===== config.mk =====
export PLATFORM = sky130hd
export DESIGN_NAME = pre_alignment_edit_filter_core
export DESIGN_NICKNAME = d
export VERILOG_FILES = /design/src/design/pafe_pkg.sv /design/src/design/pafe_store.sv /design/src/design/pre_alignment_edit_filter_core.sv
export VERILOG_INCLUDE_DIRS = /design/src /design/src/design
export SDC_FILE = /design/constraint.sdc
export NUM_CORES = 2
export LEC_CHECK = 0
export BUFFER_PORTS_ARGS = -buffer_cell sky130_fd_sc_hd__buf_2
export CORE_MARGIN = 1
export CORE_UTILIZATION = 31
export CTS_BUF_LIST = sky130_fd_sc_hd__clkbuf_2
export DETAILED_ROUTE_END_ITERATION = 8
export PLACE_DENSITY = 0.49
export SETUP_SLACK_MARGIN = 0.2
export SKIP_LAST_GASP = 1
export SLEW_MARGIN = 5
export SYNTH_ARGS = -nofsm -noshare
export SYNTH_HDL_FRONTEND = slang
export SYNTH_SLANG_ARGS = --single-unit

===== constraint.sdc =====
create_clock -name clk -period 6.83 [get_ports clk]
set_input_delay 0.3415 -clock clk [delete_from_list [all_inputs] [get_ports clk]]
set_output_delay 0.3415 -clock clk [all_outputs]
set_load 0.02 [all_outputs]

===== src/design/pre_alignment_edit_filter_core_macros.svh =====
// Assertion macros for the RTL file that checks its own logic.
`ifndef PRE_ALIGNMENT_EDIT_FILTER_CORE_MACROS_SVH
`define PRE_ALIGNMENT_EDIT_FILTER_CORE_MACROS_SVH

// The consequent must hold in the same cycle as the antecedent.
`define PAFE_ASSERT_SAME(label, clk, rst_n, ante, cons, msg) \
  label: assert property (@(posedge clk) disable iff (!rst_n) (ante) |-> (cons)) \
    else $error(msg);

// The consequent must hold in the cycle after the antecedent.
`define PAFE_ASSERT_NEXT(label, clk, rst_n, ante, cons, msg) \
  label: assert property (@(posedge clk) disable iff (!rst_n) (ante) |=> (cons)) \
    else $error(msg);

`endif


===== src/design/pafe_pkg.sv =====
`default_nettype none

package pafe_pkg;

  typedef enum logic [2:0] {
    ST_LOAD,
    ST_POS,
    ST_CHECK,
    ST_CMP,
    ST_END
  } state_t;

  typedef struct packed {
    logic [7:0] q;
    logic [7:0] r;
  } char_pair_t;

  localparam int unsigned MAX_EDITS_W = 5;
  localparam int unsigned EDIT_W      = 9;
  localparam logic [MAX_EDITS_W-1:0] MAX_EDITS_RESET = 5'd3;

endpackage

`default_nettype wire


===== src/design/pafe_store.sv =====
`default_nettype none

module pafe_store #(
  parameter int DEPTH = 256,
  parameter int AW    = 8
) (
  input  wire logic                 clk,
  input  wire logic                 wr_en,
  input  wire logic [AW-1:0]        wr_addr,
  input  wire pafe_pkg::char_pair_t wr_data,
  input  wire logic [AW-1:0]        rd_q_addr,
  input  wire logic [AW-1:0]        rd_r_addr,
  output pafe_pkg::char_pair_t      rd_data
);

  logic [7:0] q_mem [DEPTH];
  logic [7:0] r_mem [DEPTH];

  always_ff @(posedge clk) begin
    if (wr_en) begin
      q_mem[wr_addr] <= wr_data.q;
      r_mem[wr_addr] <= wr_data.r;
    end
  end

  always_ff @(posedge clk) begin
    rd_data.q <= q_mem[rd_q_addr];
    rd_data.r <= r_mem[rd_r_addr];
  end

endmodule

`default_nettype wire


===== src/design/pre_alignment_edit_filter_core.sv =====
`default_nettype none
// Pre-alignment edit filter. A read is loaded as query/reference character
// pairs, one transaction per cycle on start while busy is low, into two
// character memories. The transaction with in_last high ends the read and
// starts the greedy diagonal walk; busy stays high until the estimate is out.
// Pairs beyond READ_LEN are dropped, but their last flag still starts the walk.
// The result appears on out_edit_estimate for exactly one cycle with out_valid
// high, in the cycle after the walk ends; the receiver cannot stall it.
// The walk uses one read port per memory. Each matching character goes through
// ST_CHECK (address), then ST_CMP (compare of the registered data). A diagonal
// ends in ST_END, reached from ST_CHECK when it runs off the read and from ST_CMP
// on a mismatch. Each checkpoint starts in ST_POS and walks 2 * min(max_edits,
// MAX_SHIFT) + 1 diagonals in turn; ST_POS also gives the result once the walk
// has passed the end of the read.
// max_edits is written through cfg_valid/cfg_ready, accepted only while idle.
// Reset returns the block to loading with an empty read and max_edits = 3;
// the memories are not cleared and need no clearing pass.
module pre_alignment_edit_filter_core #(
  parameter int READ_LEN  = 256,
  parameter int MAX_SHIFT = 16
) (
  input  wire logic                                   clk,
  input  wire logic                                   rst_n,
  input  wire logic                                   start,
  output logic                                        busy,
  input  wire logic [7:0]                             in_query_char,
  input  wire logic [7:0]                             in_ref_char,
  input  wire logic                                   in_last,
  output logic                                        out_valid,
  output logic [pafe_pkg::EDIT_W-1:0]                 out_edit_estimate,
  input  wire logic                                   cfg_valid,
  output logic                                        cfg_ready,
  input  wire logic [pafe_pkg::MAX_EDITS_W-1:0]       cfg_max_edits
);

  `include "pre_alignment_edit_filter_core_macros.svh"

  localparam int AW = (READ_LEN > 1) ? $clog2(READ_LEN) : 1;
  localparam int CW = $clog2(READ_LEN + 1);
  localparam int SW = $clog2(MAX_SHIFT + 2);
  localparam int XW = ((CW > SW) ? CW : SW) + 1;
  localparam int EW = pafe_pkg::EDIT_W;

  pafe_pkg::state_t state_r, state_nxt;

  logic [pafe_pkg::MAX_EDITS_W-1:0] max_edits_r;
  logic [CW-1:0] load_cnt_r, load_cnt_nxt;
  logic [CW-1:0] len_r, len_nxt;
  logic [CW-1:0] pos_r, pos_nxt;
  logic [CW-1:0] n_r, n_nxt;
  logic [CW-1:0] run_r, run_nxt;
  logic [CW-1:0] best_r, best_nxt;
  logic [SW-1:0] shift_r, shift_nxt;
  logic          dir_r, dir_nxt;
  logic [EW-1:0] edit_r, edit_nxt;
  logic          out_valid_r, out_valid_nxt;
  logic [EW-1:0] out_edit_r, out_edit_nxt;

  logic                  accept;
  logic                  wr_en;
  pafe_pkg::char_pair_t  wr_data;
  pafe_pkg::char_pair_t  rd_data;
  logic [SW-1:0]         lim;
  logic [XW-1:0]         n_x, s_x, qi_x;
  logic                  diag_ok;
  logic [CW-1:0]         best_sel;
  logic [CW:0]           pos_sum;
  logic                  last_diag;

  assign busy      = (state_r != pafe_pkg::ST_LOAD);
  assign cfg_ready = (state_r == pafe_pkg::ST_LOAD);
  assign accept    = start && !busy;
  assign wr_en     = accept && (load_cnt_r < CW'(READ_LEN));
  assign wr_data.q = in_query_char;
  assign wr_data.r = in_ref_char;

  assign out_valid         = out_valid_r;
  assign out_edit_estimate = out_edit_r;

  assign lim = (32'(max_edits_r) > 32'(MAX_SHIFT)) ? SW'(MAX_SHIFT) : SW'(max_edits_r);

  assign n_x     = XW'(n_r);
  assign s_x     = XW'(shift_r);
  assign qi_x    = dir_r ? (n_x + s_x) : (n_x - s_x);
  assign diag_ok = (n_r < len_r) && (dir_r || (n_x >= s_x)) && (qi_x < XW'(len_r));

  assign best_sel  = (run_r > best_r) ? run_r : best_r;
  assign pos_sum   = (CW + 1)'(pos_r) + (CW + 1)'(best_sel);
  assign last_diag = (shift_r == lim) && (dir_r || (shift_r == '0));

  pafe_store #(
    .DEPTH (READ_LEN),
    .AW    (AW)
  ) u_store (
    .clk       (clk),
    .wr_en     (wr_en),
    .wr_addr   (load_cnt_r[AW-1:0]),
    .wr_data   (wr_data),
    .rd_q_addr (qi_x[AW-1:0]),
    .rd_r_addr (n_r[AW-1:0]),
    .rd_data   (rd_data)
  );

  always_ff @(posedge clk) begin
    if (!rst_n) begin
      state_r     <= pafe_pkg::ST_LOAD;
      max_edits_r <= pafe_pkg::MAX_EDITS_RESET;
      load_cnt_r  <= '0;
      len_r       <= '0;
      pos_r       <= '0;
      edit_r      <= '0;
      out_valid_r <= 1'b0;
    end else begin
      state_r     <= state_nxt;
      load_cnt_r  <= load_cnt_nxt;
      len_r       <= len_nxt;
      pos_r       <= pos_nxt;
      edit_r      <= edit_nxt;
      out_valid_r <= out_valid_nxt;
      if (cfg_valid && cfg_ready) begin
        max_edits_r <= cfg_max_edits;
      end
    end
  end

  always_ff @(posedge clk) begin
    n_r        <= n_nxt;
    run_r      <= run_nxt;
    best_r     <= best_nxt;
    shift_r    <= shift_nxt;
    dir_r      <= dir_nxt;
    out_edit_r <= out_edit_nxt;
  end

  always_comb begin
    state_nxt     = state_r;
    load_cnt_nxt  = load_cnt_r;
    len_nxt       = len_r;
    pos_nxt       = pos_r;
    edit_nxt      = edit_r;
    n_nxt         = n_r;
    run_nxt       = run_r;
    best_nxt      = best_r;
    shift_nxt     = shift_r;
    dir_nxt       = dir_r;
    out_valid_nxt = 1'b0;
    out_edit_nxt  = out_edit_r;
    unique case (state_r)
      pafe_pkg::ST_LOAD: begin
        if (accept) begin
          if (wr_en) begin
            load_cnt_nxt = load_cnt_r + 1'b1;
          end
          if (in_last) begin
            len_nxt      = wr_en ? (load_cnt_r + 1'b1) : load_cnt_r;
            load_cnt_nxt = '0;
            pos_nxt      = '0;
            edit_nxt     = '0;
            state_nxt    = pafe_pkg::ST_POS;
          end
        end
      end
      pafe_pkg::ST_POS: begin
        if (pos_r >= len_r) begin
          out_valid_nxt = 1'b1;
          out_edit_nxt  = edit_r;
          state_nxt     = pafe_pkg::ST_LOAD;
        end else begin
          shift_nxt = '0;
          dir_nxt   = 1'b0;
          n_nxt     = pos_r;
          run_nxt   = '0;
          best_nxt  = '0;
          state_nxt = pafe_pkg::ST_CHECK;
        end
      end
      pafe_pkg::ST_CHECK: begin
        state_nxt = diag_ok ? pafe_pkg::ST_CMP : pafe_pkg::ST_END;
      end
      pafe_pkg::ST_CMP: begin
        if (rd_data.q == rd_data.r) begin
          run_nxt   = run_r + 1'b1;
          n_nxt     = n_r + 1'b1;
          state_nxt = pafe_pkg::ST_CHECK;
        end else begin
          state_nxt = pafe_pkg::ST_END;
        end
      end
      pafe_pkg::ST_END: begin
        best_nxt = best_sel;
        if (last_diag) begin
          if (pos_sum < (CW + 1)'(len_r)) begin
            edit_nxt = edit_r + 1'b1;
            pos_nxt  = CW'(pos_sum + 1'b1);
          end else begin
            pos_nxt  = CW'(pos_sum);
          end
          state_nxt = pafe_pkg::ST_POS;
        end else begin
          if ((shift_r == '0) || dir_r) begin
            shift_nxt = shift_r + 1'b1;
            dir_nxt   = 1'b0;
          end else begin
            dir_nxt   = 1'b1;
          end
          n_nxt     = pos_r;
          run_nxt   = '0;
          state_nxt = pafe_pkg::ST_CHECK;
        end
      end
      default: begin
        state_nxt = pafe_pkg::ST_LOAD;
      end
    endcase
  end

  `PAFE_ASSERT_SAME(a_result_when_idle, clk, rst_n, out_valid_r, !busy, "result strobe while busy")
  `PAFE_ASSERT_SAME(a_cmp_after_check, clk, rst_n, state_r == pafe_pkg::ST_CMP, $past(state_r) == pafe_pkg::ST_CHECK, "compare without a read issued")
  `PAFE_ASSERT_SAME(a_pos_in_range, clk, rst_n, busy, pos_r <= len_r, "walk position beyond read length")
  `PAFE_ASSERT_NEXT(a_last_starts_walk, clk, rst_n, accept && in_last, busy && (load_cnt_r == '0), "last transaction did not start the walk")

endmodule

`default_nettype wire


# == Yosys cells after proc, flatten, opt, wreduce, memory -nomap -nowiden ==
# Memories as Yosys holds them, arrays and structs flattened. A register that Yosys moved wholly into a read port is not among the register bits.
# Index checks and enable logic that the tools add are counted.
# totals
out_inout_bits,12
wordCells,112
mem_count,2
ramBits,4096
in_bits,26
latch_bits,0
register_bits,87
mem_bits_ro,0
# classes
n_lt_le_gt_ge,8
n_reduce_logical,26
eq_ne,14
add_sub_neg,9
n_shift,0
muxes,40
bitwise,0
n_div,0
multipliers,0
# mem_list
name,depth,word_bits,read_ports,rd_ports_with_merged_regs,write_ports,line,source
u_store.q_mem,256,8,1,1,1,pafe_store.sv:16,logic [7:0] q_mem [DEPTH];
u_store.r_mem,256,8,1,1,1,pafe_store.sv:17,logic [7:0] r_mem [DEPTH];
# op_table
op,count
$mux W9,15
$pmux W9 S2,3
$pmux W9 S3,2
$add A9 B1 Y9 const B,5
$lt A10 B9 Y1,2
$mux W5,4
$pmux W3 S5,1
$ne A2 B2 Y1 const B,7
$mux W3,4
$reduce_and A4 Y1,3
$add A9 B5 Y10,1
$add A9 B9 Y10,1
$mux W10,1
$pmux W5 S2,1
$reduce_and A2 Y1,5
$sub A9 B5 Y10,1
$ge A9 B5 Y1,1
$ge A9 B9 Y1,1
$gt A9 B9 Y1,1
$lt A9 B9 Y1,1
$lt A9 B9 Y1 const B,1
$eq A8 B8 Y1,1
$eq A3 B2 Y1 const B,2
$logic_and A1 B1 Y1,6
other kinds (17),27

# == Logic depth before layout (Yosys ltp) ==
# depth
depth_word,7
mapped_depth,29

# == Hierarchy ==
# Synthesis repeated with hierarchy kept, for this count alone.
# hier_totals
hier_cells,7877
area_unflattened_um2,163599.4
# by_module_without_submodules
module,area_per_inst_um2,n_inst,cells_each,seq_area_each_um2
pafe_store,157380.9,1,7203,123318.3
pre_alignment_edit_filter_core,6218.5,1,674,2162.1

# == Worst setup path before layout ==
# No wires, ideal clock.
# synth_path
kind,reg2reg
startpoint,register run_r[1]
endpoint,register pos_r[7]
synth_period_minus_slack_ps,5599
required_time_ps,6713
path_stages_with_launch,28
setup_slack_ps,1231
arrival_time_ps,5482
cell_sequence,edfxtp_1 ha_1 nor2b_1 o21a_1 o21a_1 o21ai_0 a21oi_1 o211ai_1 a21oi_1 mux2_2 ha_1 inv_1 fa_1 nor2b_1 o21a_1 o21ai_0 nand2b_1 a211oi_1 nor2_1 ha_1 and3_1 a221oi_1 o21ai_0 a31oi_1 nand3_1 or4_1 xnor2_1 a22o_1
# synth_via
elab_chain_cells,7
elab_cells_between_ends,8
classes_between,add/sub: 2; order compare: 2; mux: 4
# synth_rtl
element,line,source
"start, declared",pre_alignment_edit_filter_core.sv:51,"logic [CW-1:0] run_r, run_nxt;"
"start signal, assigned",pre_alignment_edit_filter_core.sv:128,run_r <= run_nxt;
$gt A9 B9 Y1 (*),pre_alignment_edit_filter_core.sv:87,assign best_sel = (run_r > best_r) ? run_r : best_r;
$mux W9 (*),pre_alignment_edit_filter_core.sv:87,
via best_sel[0],pre_alignment_edit_filter_core.sv:66,logic [CW-1:0] best_sel;
$add A9 B9 Y10 (*),pre_alignment_edit_filter_core.sv:88,assign pos_sum = (CW + 1)'(pos_r) + (CW + 1)'(best_sel);
$add A9 B1 Y9 or $lt A10 B9 Y1 (tied branches),"pre_alignment_edit_filter_core.sv:194, pre_alignment_edit_filter_core.sv:192",
$mux W9 (*),pre_alignment_edit_filter_core.sv:192,if (pos_sum < (CW + 1)'(len_r)) begin
$mux W9 (*),pre_alignment_edit_filter_core.sv:191,if (last_diag) begin
$pmux W9 S2 (*),pre_alignment_edit_filter_core.sv:148,unique case (state_r)
"end signal, assigned",pre_alignment_edit_filter_core.sv:117,pos_r <= pos_nxt;
"end, declared",pre_alignment_edit_filter_core.sv:49,"logic [CW-1:0] pos_r, pos_nxt;"
# Mark *: on every way through the listed nets, which the timed path passes. The rest lies on a longest branch. The select of a mux whose other input is x is not followed.
# A chain may end at the register's enable or synchronous reset.

# == Worst setup path in the final report ==
# Same ends and word-level chain as after synthesis.

==> results by group <==
Logic synthesis
  – YS warnings: 0
  – Cell taking the most area after synthesis: sky130_fd_sc_hd__edfxtp_1
  – Synth Instances: approximately 7300
  – Synthesized area divided by synthesized cell count: 22.6 um2
  – Cell types occupying the most area after synthesis: sky130_fd_sc_hd__edfxtp_1 (76%), sky130_fd_sc_hd__mux4_2 (16%), sky130_fd_sc_hd__mux2i_1 (1.4%)
  – Synth cell types: 58
  – Number of enable-type register cells in the synthesized netlist: between 4000 and 5000
  – Sequential share of the synthesized area: 0.766
  – Share of synthesized flip-flops with an asynchronous set or reset: 0
  – Post-synth top flop: sky130_fd_sc_hd__edfxtp_1
  – Most frequent cell after synthesis: sky130_fd_sc_hd__edfxtp_1
  – Net count of the mapped netlist: 7352
  – Synthesis-stage register bit count: 4199
  – Top post-synthesis cells by count: sky130_fd_sc_hd__edfxtp_1 (4138), sky130_fd_sc_hd__mux4_2 (1170), sky130_fd_sc_hd__nor2_1 (328)
  – Synthesized cell area: 164000 um2
  – Share of the synthesized area in the top cell type: 0.759

Clocking
  – Number of buffers added by the clock tree synthesis step: 1156
  – Setup bufs post-CTS: 0
  – Number of buffers inserted for hold repair after clock tree synthesis: 115
  – CTS tree: yes
  – Depth of the CTS H-tree: 7
  – Root buf cell: sky130_fd_sc_hd__clkbuf_2
  – Maximum clock path buffer count: 5
  – Insertion delay to the later sink of the worst-skew pair: 2310 ps
  – Clock transition at the registers of the reported paths: 100 ps
  – CTS sink count: 4199
  – Gates resized, CTS repair: 0

Layout
  – Layout cells sized above 1: 0.382
  – NumNets Final: roughly 8700
  – P&R area growth vs syn: 13.4%
  – Multi-input combinational cell area: between 30000 and 40000 um2
  – Number of fillers in the final layout: 48964
  – Post-layout utilization of the core: 0.353
  – Footprint of the flip-flops and latches: 125000 um2
  – Fin area: 186000 um2

Die
  – Area inside the core boundary: 526000 um2
  – Die span in y: ~730 um
  – Die width: roughly 730 um
  – Starting density of the core: 0.312
  – Count of standard-cell rows: 266
  – Die area: 531000 um2
  – Ports: 38

Setup path
  – Required time of the critical path: between 9000 and 10000 ps
  – Launching element type of the critical path: register
  – Class of the most critical setup path: reg2reg
  – Maximum fanout along the worst path: 5
  – Arrival time at the worst endpoint: 8210 ps
  – Setup crit end kind: register

Place
  – Buffers on Ports: 37
  – Placement Cell Area: 175000 um2
  – Last weighted congestion value of the routability-driven placer: just under 0.8
  – Hpwl dp: 256 mm

Timing
  – Max frequency: 0.166 GHz
  – Min cycle time layout: 6030 ps
  – Share of the cycle needed by the critical path after routing: 0.883
  – Setup TNS: 0 ps
  – Final setup violation count: 0
  – Worst-case headroom to the max-slew limit: 0.0663
  – Final Skew: just over 200 ps
  – Final number of max-transition violations: 0
  – Least-Margin Pin Slew: 1390 ps
  – Unrepaired setup endpoints after global routing: false
  – Hold Fails Final Rpt: 0

Global route
  – Via count of the first global-routing pass: 86503
  – Gr ovfl total: 0
  – Largest net degree at the start of global routing: between 150 and 200
  – First-pass GRT wire length: 643 mm
  – Tot GR Track Use: 0.171
  – Antenna violations before repair: 27

Power and ir drop
  – Power density over the cells: around 270 nW/um2
  – Overall Power: 50.8 mW
  – Proportion of power drawn by combinational gates: 0.113
  – Part of the power in the clock network: 0.329
  – Static leakage power: 59.5 nW
  – Sw Share: 0.269
  – Sequential share of power: 0.558
  – Worst supply voltage drop on vdd: 0.165 mV
  – Internal power: 37.2 mW
  – Reported net switching power: roughly 14 mW

Detailed routing
  – Routed wire per std cell: 28.1 um
  – # DRC: 0
  – Vias: 81360
  – Vias per cell: 5.02
  – Starting DRT DRC Count: 7309
  – Pre-antenna DRT Iters: 5
  – Final wirelength: roughly 450 mm
  – Residual antenna-violating net count after detailed routing: 0

Status
  – Result of the run: finished clean

Hold path
  – Classification of the worst-slack hold path: in2reg

Job
  – Max-capacitance violation count: 0
## cells in the final DEF (no fill, tap or decap), drive strengths merged, types with 41 or more instances in the layout
cell type,netlist,layout
nor2,328,328
buf,232,451
nor2b,81,81
ha,72,72
clkbuf,170,1588
mux2,86,86
dlygate4sd3,0,99
mux4,1170,1170
nand3,41,41
nand2,87,87
clkinv,1,198
mux2i,226,226
inv,47,65
dfxtp,61,61
a211oi,96,96
a21oi,103,103
edfxtp,4138,4138
## through the flow
step | worst slack (ps) | hold slack, ps | instances
2_1_floorplan | 1230 | 413 | 7251
3_3_place_gp | 562 | 472 | 14252
3_5_place_dp | 798 | 466 | 14252
4_1_cts | 838 | 9.89 | 16184
5_1_grt | 244 | 119 | 16195
6_report | 798 | 345 | 16201
## flip-flops by register name, indices dropped and copies added, names as in the netlist, 9 cells and up
name,flops
pos_r,9
u_store.r_mem,2048
best_r,9
out_edit_estimate,9
len_r,9
edit_r,9
u_store.q_mem,2048
u_store.rd_data,16
n_r,9
load_cnt_r,9
run_r,9
## final timing paths
kind,start,end,slack [ps],cells after the start
min reg2reg,edit_r[3],out_edit_estimate[3],500,0
max,run_r[1],pos_r[7],800,27
min,in_ref_char[7],u_store.r_mem[5][7],350,5
max reg2reg,run_r[1],pos_r[7],800,27
## area by class of cell
type / count / share of cell area
flip-flops and latches: 4199 / 0.676
multi-input cells: 2602 / 0.198
well taps: 6968 / 0.0469
clock buffers: 1588 / 0.0428
repair buffers: 550 / 0.0287
clock inverters: 229 / 0.00672
inverters: 48 / 0.000970
diodes: 17 / 0.000229
## critical path, cell delays in order (launching register included)
cell                       delay, ps
sky130_fd_sc_hd__edfxtp_1        480
sky130_fd_sc_hd__ha_1            330
sky130_fd_sc_hd__nor2b_1         130
sky130_fd_sc_hd__o21a_1          120
sky130_fd_sc_hd__o21a_1          110
sky130_fd_sc_hd__o21ai_0          90
sky130_fd_sc_hd__a21oi_1         140
sky130_fd_sc_hd__o211ai_1        110
sky130_fd_sc_hd__a21oi_1         370
sky130_fd_sc_hd__mux2_2          410
sky130_fd_sc_hd__ha_1            200
sky130_fd_sc_hd__inv_1            80
sky130_fd_sc_hd__fa_1            210
sky130_fd_sc_hd__nor2b_1          60
sky130_fd_sc_hd__o21a_1          170
sky130_fd_sc_hd__o21ai_0         230
sky130_fd_sc_hd__nand2b_1        110
sky130_fd_sc_hd__a211oi_1        370
sky130_fd_sc_hd__nor2_1          140
sky130_fd_sc_hd__ha_1            310
sky130_fd_sc_hd__and3_1          160
sky130_fd_sc_hd__a221oi_1        210
sky130_fd_sc_hd__o21ai_0         170
sky130_fd_sc_hd__a31oi_1         270
sky130_fd_sc_hd__nand3_1         130
sky130_fd_sc_hd__or4_1           530
sky130_fd_sc_hd__xnor2_1         140
sky130_fd_sc_hd__a22o_1          200
## cell families (layout without fill, tap and decap cells)
| logic type | after synthesis | count (layout) | share of synthesized area |
|---|---|---|---|
| AOI/OAI and AO/OA | 371 | 371 | 0.0150 |
| DFF | 4199 | 4199 | 0.766 |
| and+or+nand+nor | 613 | 613 | 0.0168 |
| adders and majority gates | 75 | 75 | 0.00587 |
| buffers and inverters | 450 | 2415 | 0.0121 |
| muxes | 1482 | 1482 | 0.181 |
| xor gates and xnor gates | 61 | 61 | 0.00326 |
| other | 0 | 17 | 0 |
## power groups by stage
| stage | Combinational (mW) | Sequential [mW] | Clock, mW |
|---|---|---|---|
| global placement | 5.69 | 29.0 | 0 |
| CTS | 5.83 | 28.4 | 17.4 |
| global route | 6.03 | 28.4 | 18.7 |
| detailed placement | 5.74 | 29.0 | 0 |
| floorplan | 3.12 | 28.9 | 0 |
| finish | 5.73 | 28.4 | 16.7 |
## layer usage
metal | share of wire | GRT usage | vias to the layer above | wire, um
met5 | 0 | 0.0000907 | - | 0
met4 | 0.025 | 0.0609 | 0 | 11400
met3 | 0.063 | 0.0413 | 570 | 28700
met2 | 0.48 | 0.268 | 2892 | 216000
met1 | 0.44 | 0.232 | 44064 | 198000
li1 | - | - | 33834 | -
Note: power is estimated with default switching activity, not from simulation.
